--- src/srgc_pkg.sv ---
// ----------------------------------------------------------------------------
// srgc_pkg
// Shared types, constants and elaboration-time tables for the sonar range
// gain correction pipeline.
// ----------------------------------------------------------------------------
package srgc_pkg;

  localparam int AMPLITUDE_BITS  = 16;
  localparam int LOG_TABLE_DEPTH = 256;

  localparam int OUT_W       = 16;
  localparam int RANGE_W     = 17;
  localparam int REF_W       = 13;
  localparam int GAIN_REG_W  = 14;
  localparam int CFG_INDEX_W = 2;
  localparam int CFG_DATA_W  = 16;
  localparam int FRAC_W      = 16;
  localparam int EXP_W       = 5;
  localparam int LOG_W       = 21;
  localparam int ENTRY_W     = 17;
  localparam int IDX_W       = $clog2(LOG_TABLE_DEPTH + 1);
  localparam int GSUM_W      = 22;
  localparam int G_W         = 15;
  localparam int FAC_W       = 31;
  localparam int FAC_Q       = 30;
  localparam int FAC_STEPS   = 16;
  localparam int N_LIMIT     = 16;

  localparam logic [CFG_INDEX_W-1:0] REG_SPREADING  = CFG_INDEX_W'(0);
  localparam logic [CFG_INDEX_W-1:0] REG_ABSORPTION = CFG_INDEX_W'(1);
  localparam logic [CFG_INDEX_W-1:0] REG_REFERENCE  = CFG_INDEX_W'(2);

  localparam logic [GAIN_REG_W-1:0] SPREADING_RST  = GAIN_REG_W'(5120);
  localparam logic [GAIN_REG_W-1:0] ABSORPTION_RST = GAIN_REG_W'(0);
  localparam logic [REF_W-1:0]      REF_MIN        = REF_W'(100);

  localparam logic [GSUM_W-1:0] GAIN_CAP    = GSUM_W'(25600);
  localparam logic [14:0]       LOG10_2_Q16 = 15'd19728;
  localparam logic [21:0]       LOG2_10_Q32 = 22'd2786635;
  // floor(x/1600) as floor((x>>6) * ceil(2^30/25) >> 30), exact for x below 2^31
  localparam int                ABS_PRE     = 6;
  localparam int                ABS_SHIFT   = 30;
  localparam logic [25:0]       ABS_RECIP   = 26'd42949673;

  localparam logic [FAC_W-1:0] FAC_ONE = FAC_W'(1) << FAC_Q;

  typedef struct packed {
    logic [GAIN_REG_W-1:0] spreading;
    logic [GAIN_REG_W-1:0] absorption;
    logic [REF_W-1:0]      reference;
  } cfg_t;

  typedef struct packed {
    logic [AMPLITUDE_BITS-1:0] amp;
    logic                      bypass;
    logic [RANGE_W-1:0]        rng;
    logic [LOG_W-1:0]          d;
  } log_out_t;

  typedef struct packed {
    logic [AMPLITUDE_BITS-1:0] amp;
    logic                      bypass;
    logic [EXP_W-1:0]          n;
    logic [FRAC_W-1:0]         q;
  } gain_out_t;

  typedef struct packed {
    logic [OUT_W-1:0] corrected;
    logic             applied;
  } res_t;

  typedef logic [ENTRY_W-1:0] log_tab_t [0:LOG_TABLE_DEPTH];
  typedef logic [FAC_W-1:0]   fac_tab_t [1:FAC_STEPS];

  // log2(1 + k/depth) in Q16 by repeated Q30 squaring
  function automatic logic [ENTRY_W-1:0] log_entry(int k);
    logic [63:0]        y;
    logic [ENTRY_W-1:0] res;
    res = '0;
    if (k >= LOG_TABLE_DEPTH) begin
      return ENTRY_W'(65536);
    end
    y = (64'd1 << 30) + ((64'(k) << 30) / LOG_TABLE_DEPTH);
    for (int i = 0; i < 16; i++) begin
      y = (y * y) >> 30;
      res = {res[ENTRY_W-2:0], 1'b0};
      if (y >= (64'd1 << 31)) begin
        y = y >> 1;
        res[0] = 1'b1;
      end
    end
    return res;
  endfunction

  function automatic log_tab_t build_log_tab();
    log_tab_t tab;
    for (int k = 0; k <= LOG_TABLE_DEPTH; k++) begin
      tab[k] = log_entry(k);
    end
    return tab;
  endfunction

  function automatic logic [63:0] isqrt64(logic [63:0] v);
    logic [63:0] rem;
    logic [63:0] res;
    logic [63:0] b;
    rem = v;
    res = '0;
    b   = 64'd1 << 62;
    for (int i = 0; i < 32; i++) begin
      if (b > rem) b = b >> 2;
    end
    for (int i = 0; i < 32; i++) begin
      if (b != 0) begin
        if (rem >= res + b) begin
          rem = rem - (res + b);
          res = (res >> 1) + b;
        end else begin
          res = res >> 1;
        end
        b = b >> 2;
      end
    end
    return res;
  endfunction

  // 2^(2^-j) in Q30 for j = 1 .. FAC_STEPS
  function automatic fac_tab_t build_fac_tab();
    fac_tab_t    tab;
    logic [63:0] c;
    c = 64'd1 << 31;
    for (int j = 1; j <= FAC_STEPS; j++) begin
      c = isqrt64(c << 30);
      tab[j] = c[FAC_W-1:0];
    end
    return tab;
  endfunction

  localparam log_tab_t LOG_TAB = build_log_tab();
  localparam fac_tab_t FAC_TAB = build_fac_tab();

endpackage

--- src/srgc_gain.sv ---
// ----------------------------------------------------------------------------
// srgc_gain
// Four-stage gain arithmetic: spreading and absorption terms, sum with cap,
// and conversion of the gain to a base-two exponent.
// ----------------------------------------------------------------------------
module srgc_gain (
  input  logic                  clk,
  input  logic                  rst,
  input  srgc_pkg::cfg_t        cfg,
  input  logic                  in_valid,
  output logic                  in_ready,
  input  srgc_pkg::log_out_t    in_item,
  output logic                  out_valid,
  input  logic                  out_ready,
  output srgc_pkg::gain_out_t   out_item
);

  localparam int NSTAGE = 4;
  localparam int M1_W   = srgc_pkg::GAIN_REG_W + srgc_pkg::LOG_W;
  localparam int S_W    = M1_W + 15;
  localparam int A1_W   = srgc_pkg::GAIN_REG_W + srgc_pkg::RANGE_W;
  localparam int A2_W   = A1_W - srgc_pkg::ABS_PRE + 26;
  localparam int PP_W   = srgc_pkg::G_W + 22;

  logic [NSTAGE-1:0] vld;
  logic [NSTAGE:0]   rdy;

  assign rdy[NSTAGE] = out_ready;
  for (genvar k = 0; k < NSTAGE; k++) begin : g_rdy
    assign rdy[k] = !vld[k] || rdy[k+1];
  end
  assign in_ready  = rdy[0];
  assign out_valid = vld[NSTAGE-1];

  always_ff @(posedge clk) begin
    if (rst) begin
      vld <= '0;
    end else begin
      if (rdy[0]) vld[0] <= in_valid;
      for (int k = 1; k < NSTAGE; k++) begin
        if (rdy[k]) vld[k] <= vld[k-1];
      end
    end
  end

  // stage 1: first products
  logic [srgc_pkg::RANGE_W-1:0]        excess;
  logic [srgc_pkg::AMPLITUDE_BITS-1:0] amp1;
  logic                                byp1;
  logic [M1_W-1:0]                     m1;
  logic [A1_W-1:0]                     a1;

  assign excess = in_item.bypass ? '0
                : in_item.rng - srgc_pkg::RANGE_W'(cfg.reference);

  always_ff @(posedge clk) begin
    if (rdy[0]) begin
      amp1 <= in_item.amp;
      byp1 <= in_item.bypass;
      m1   <= M1_W'(cfg.spreading) * M1_W'(in_item.d);
      a1   <= A1_W'(cfg.absorption) * A1_W'(excess);
    end
  end

  // stage 2: log10 scaling and divide by 1600 through the reciprocal
  logic [srgc_pkg::AMPLITUDE_BITS-1:0] amp2;
  logic                                byp2;
  logic [S_W-1:0]                      s2;
  logic [A2_W-1:0]                     a2;

  always_ff @(posedge clk) begin
    if (rdy[1]) begin
      amp2 <= amp1;
      byp2 <= byp1;
      s2   <= S_W'(m1) * S_W'(srgc_pkg::LOG10_2_Q16);
      a2   <= A2_W'(a1[A1_W-1:srgc_pkg::ABS_PRE]) * A2_W'(srgc_pkg::ABS_RECIP);
    end
  end

  // stage 3: round, sum, cap
  logic [S_W:0]                 s_rnd;
  logic [srgc_pkg::GSUM_W-1:0]  gsum;
  logic [srgc_pkg::AMPLITUDE_BITS-1:0] amp3;
  logic                         byp3;
  logic [srgc_pkg::G_W-1:0]     g3;

  always_comb begin
    s_rnd = (S_W+1)'(s2) + ((S_W+1)'(1) << 31);
    gsum  = srgc_pkg::GSUM_W'(s_rnd >> 32) + srgc_pkg::GSUM_W'(a2 >> srgc_pkg::ABS_SHIFT);
  end

  always_ff @(posedge clk) begin
    if (rdy[2]) begin
      amp3 <= amp2;
      byp3 <= byp2;
      g3   <= (gsum > srgc_pkg::GAIN_CAP) ? srgc_pkg::G_W'(srgc_pkg::GAIN_CAP)
                                          : gsum[srgc_pkg::G_W-1:0];
    end
  end

  // stage 4: exponent in Q16, split into integer and fraction
  logic [PP_W-1:0] pp;

  assign pp = PP_W'(g3) * PP_W'(srgc_pkg::LOG2_10_Q32);

  always_ff @(posedge clk) begin
    if (rdy[3]) begin
      out_item.amp    <= amp3;
      out_item.bypass <= byp3;
      out_item.n      <= pp[PP_W-1:32];
      out_item.q      <= pp[31:16];
    end
  end

endmodule

--- config.mk ---
export PLATFORM = sky130hd
export DESIGN_NAME = srgc_gain
export DESIGN_NICKNAME = d
export VERILOG_FILES = /design/src/srgc_pkg.sv /design/src/srgc_gain.sv
export SDC_FILE = /design/constraint.sdc
export NUM_CORES = 2
export LEC_CHECK = 0
export BUFFER_PORTS_ARGS = -buffer_cell sky130_fd_sc_hd__buf_4
export CAP_MARGIN = 20
export CORE_ASPECT_RATIO = 0.9
export CORE_MARGIN = 8
export CORE_UTILIZATION = 40
export DETAILED_ROUTE_END_ITERATION = 8
export GPL_ROUTABILITY_DRIVEN = 0
export GPL_TIMING_DRIVEN = 0
export HOLD_SLACK_MARGIN = 0.05
export PLACE_DENSITY = 0.57
export SYNTH_ARGS = -nofsm -noshare
export SYNTH_HDL_FRONTEND = slang
export SYNTH_SLANG_ARGS = --single-unit
--- constraint.sdc ---
create_clock -name clk -period 33.9 [get_ports clk]
set_input_delay 10.17 -clock clk [delete_from_list [all_inputs] [get_ports clk]]
set_output_delay 10.17 -clock clk [all_outputs]
set_load 0.01 [all_outputs]
==> results.yml <==
outcome:
  outcome: "finished clean"
critical_path:
  rr_worst_depth: 22
  crit_path_end_kind: "primary output"
  crit_fanout: 65
  worstPathCellList: "buf_4 > nor2b_1 > and3_1 > nand2_4 > buf_16 > buf_4"
  worstSetupPathDepth: 6
  worstPathRequired_ns: 23.73
  critPathMaxStageDelay_ns: 0.34
  critPathLaunchType: "primary input"
  r2r_slack_ns: 26.09
  crit_buf_inv: 3
  reg2reg_from: "a1[14]$_DFFE_PP_"
  arrival_ns: 11.73
  crit_family: "simple AND/OR/NAND/NOR gates"
  r2r_end: "a2[49]$_DFFE_PP_"
  critical_path_class: "in -> out"
  crit_slowest_cell: "and3_1"
  crit_top_cell: "buf_4"
global_routing:
  overflow: 0
  grtUsageTotal_pct: 17.0
  grt_max_degree: 66
  antenna_found_initial: 2
  grt_pass1_wl_mm: 170
  grt_pass1_vias: 31700
layout:
  final_area_um2: 48900
  syn2layout_area_growth_pct: 8.34
  utilization_pct: 43.4
  antenna_cells: 0
  final_common_cell: "inv_1"
  layout_common_cells: "inv_1, ha_1, fa_1"
  layout.nets: 6356
  fin_cells: 6161
  layout-drive-gt1-share_pct: 4.60
timing:
  hold_viol: 0
  fin_crit_ns: 21.90
  max_slew_margin_pct: 25.2
  setup_tns_ns: 0
  worst_pin_slew_ns: 1.09
  fin_skew_ns: 0.0192
  period_share_pct: 64.6
  setup_viol: 0
  final_max_slew_viol_count: 0
  rsz0062_at_grt: "no"
  clock.fmax_ghz: 0.0457
min_path:
  min_delay_path_depth: 0
  holdPathEnd: "amp2[6]$_DFFE_PP_"
  hold_path.class: "reg -> reg"
  min_from: "amp1[6]$_DFFE_PP_"
routing:
  drt_wl_total_mm: 104
  drcViolationCount: 0
  firstDrtPassIters: 5
  vias: 30000
  drtAntennaViolNets: 0
  drt-initial-drc-count: 1533
  routedWlPerCell_um: 16.8
  via_per_inst: 4.87
synth:
  seq_area_frac_synth_pct: 13.8
  syn_nets: 6188
  ys.flop_type: "edfxtp_1"
  syn_area_um2: 45100
  ys_async_sr_fraction_pct: 0
  yosys_warnings: 0
  synth-seq-cells: 208
  avgSynthCellArea_um2: 10.1
  synth_cells: 4488
  ys_types: 76
  synth_edf_count: 204
floorplan:
  rows: 117
  io_pins: 140
  fp.dieW_um: 370
  die_y_um: 335
  die-area_um2: 124000
  core_area_um2: 113000
  initial_core_util_pct: 40.1
cts:
  cts_buffers: 26
  cts_hold_buf: 0
  cts.repair.resized: 0
  clk_pin_slew_worst_paths_ns: 0.06
  cts_setup_buffers: 0
  cts_root_buffer: "clkbuf_16"
  insertion_delay_ns: 0.57
  cts_sinks: 208
  clockBufferDepth: 3
  htree_levels: 1
  cts_tree: "yes"
placed_design:
  place_area_um2: 48100
  place_hpwl_mm: 89.5
  dp_cells: 6114
  portBuffers: 136
job:
  maxCapViolCount: 0
[state kept, by name, summed over array words and instances (netlist names)]
signal    count
out_item     38
byp3          1
m1           35
byp2          1
g3           15
amp1         16
a1           25
s2           19
byp1          1
a2           21
amp2         16
vld           4
amp3         16
[metal layers]
layer	wire length [um]	vias to the layer above	global-route usage [%]
met1	51400	14800	25.4
li1	-	14400	-
met4	1660	0	2.76
met3	5820	90	2.55
met5	0	-	0
met2	44800	641	26.4
[synth_stat cells, drive strengths merged, types with 3 or more instances]
cell type	count	share of area (%)
a2111oi	9	0.17
a211o	5	0.097
a211oi	19	0.33
a21bo	3	0.067
a21boi	12	0.20
a21o	60	1.0
a21oi	138	1.5
a221o	3	0.067
a22oi	3	0.061
a311o	4	0.089
a311oi	6	0.13
a31o	3	0.058
a31oi	11	0.20
and2	179	2.5
and3	27	0.37
and4	10	0.19
buf	12	0.13
clkbuf	71	0.59
dfxtp	4	0.18
edfxtp	204	14
fa	785	35
ha	815	23
inv	1136	9.4
nand2	355	3.0
nand2b	32	0.44
nand3	37	0.41
nand4	16	0.22
nor2	128	1.1
nor2b	33	0.46
nor3	31	0.34
nor4	5	0.069
o2111ai	3	0.058
o211ai	11	0.18
o21a	32	0.54
o21ai	73	0.81
o21bai	19	0.32
o311a	3	0.067
o31a	4	0.078
o31ai	3	0.050
or2	6	0.083
or3	7	0.097
xnor2	97	1.9
xor2	50	0.97
[final cells by class]
type                            count  area (um^2)
Buffer                             83          324
Clock buffer                       26          651
Clock inverter                     20          161
Tap cell                         1487         1860
Timing Repair Buffer              140         1080
Fill cell                       10900        63700
Multi-Input combinational cell   3061        34300
Sequential cell                   208         6210
Inverter                         1136         4260
[kinds of logic after synthesis]
| kind of cell | Yosys count | share of synthesized area (%) |
|---|---|---|
| compound gates | 438 | 6.40 |
| xor+xnor | 147 | 2.85 |
| fa+ha+maj | 1600 | 57.4 |
| buf+inv | 1219 | 10.2 |
| flops | 208 | 13.8 |
| mux | 1 | 0.0222 |
| simple gates | 875 | 9.39 |
[stage by stage]
step	hold slack (ns)	setup slack [ns]
floorplan	0.400	11.58
global placement	0.401	10.11
detailed placement	0.405	12.06
CTS	0.416	12.04
global route	0.419	11.89
finish	0.416	12.00
[worst reg2reg max path, cell delays in order, from the launching register on]
cell	delay (ns)
edfxtp_1	0.63
fa_1	0.68
inv_1	0.08
fa_1	0.52
inv_1	0.06
fa_1	0.47
fa_1	0.53
inv_1	0.06
fa_1	0.44
fa_1	0.51
inv_1	0.05
fa_1	0.49
ha_1	0.34
a211oi_1	0.28
nand2_1	0.13
a311o_1	0.37
a21oi_1	0.15
nand3_1	0.27
a211oi_1	0.58
nor4b_2	0.17
a311oi_1	0.45
o21bai_1	0.12
xor2_1	0.16
[worst max-delay path by stage]
| stage | startpoint | end |
|---|---|---|
| global placement | out_ready | in_ready |
| global route | out_ready | in_ready |
| finish | out_ready | in_ready |
| detailed placement | out_ready | in_ready |
| floorplan | out_ready | in_ready |
| CTS | out_ready | in_ready |
Power is left out: the tool's default activity adds up to more than one toggle a clock period on the data nets, which glitch-free logic cannot reach.
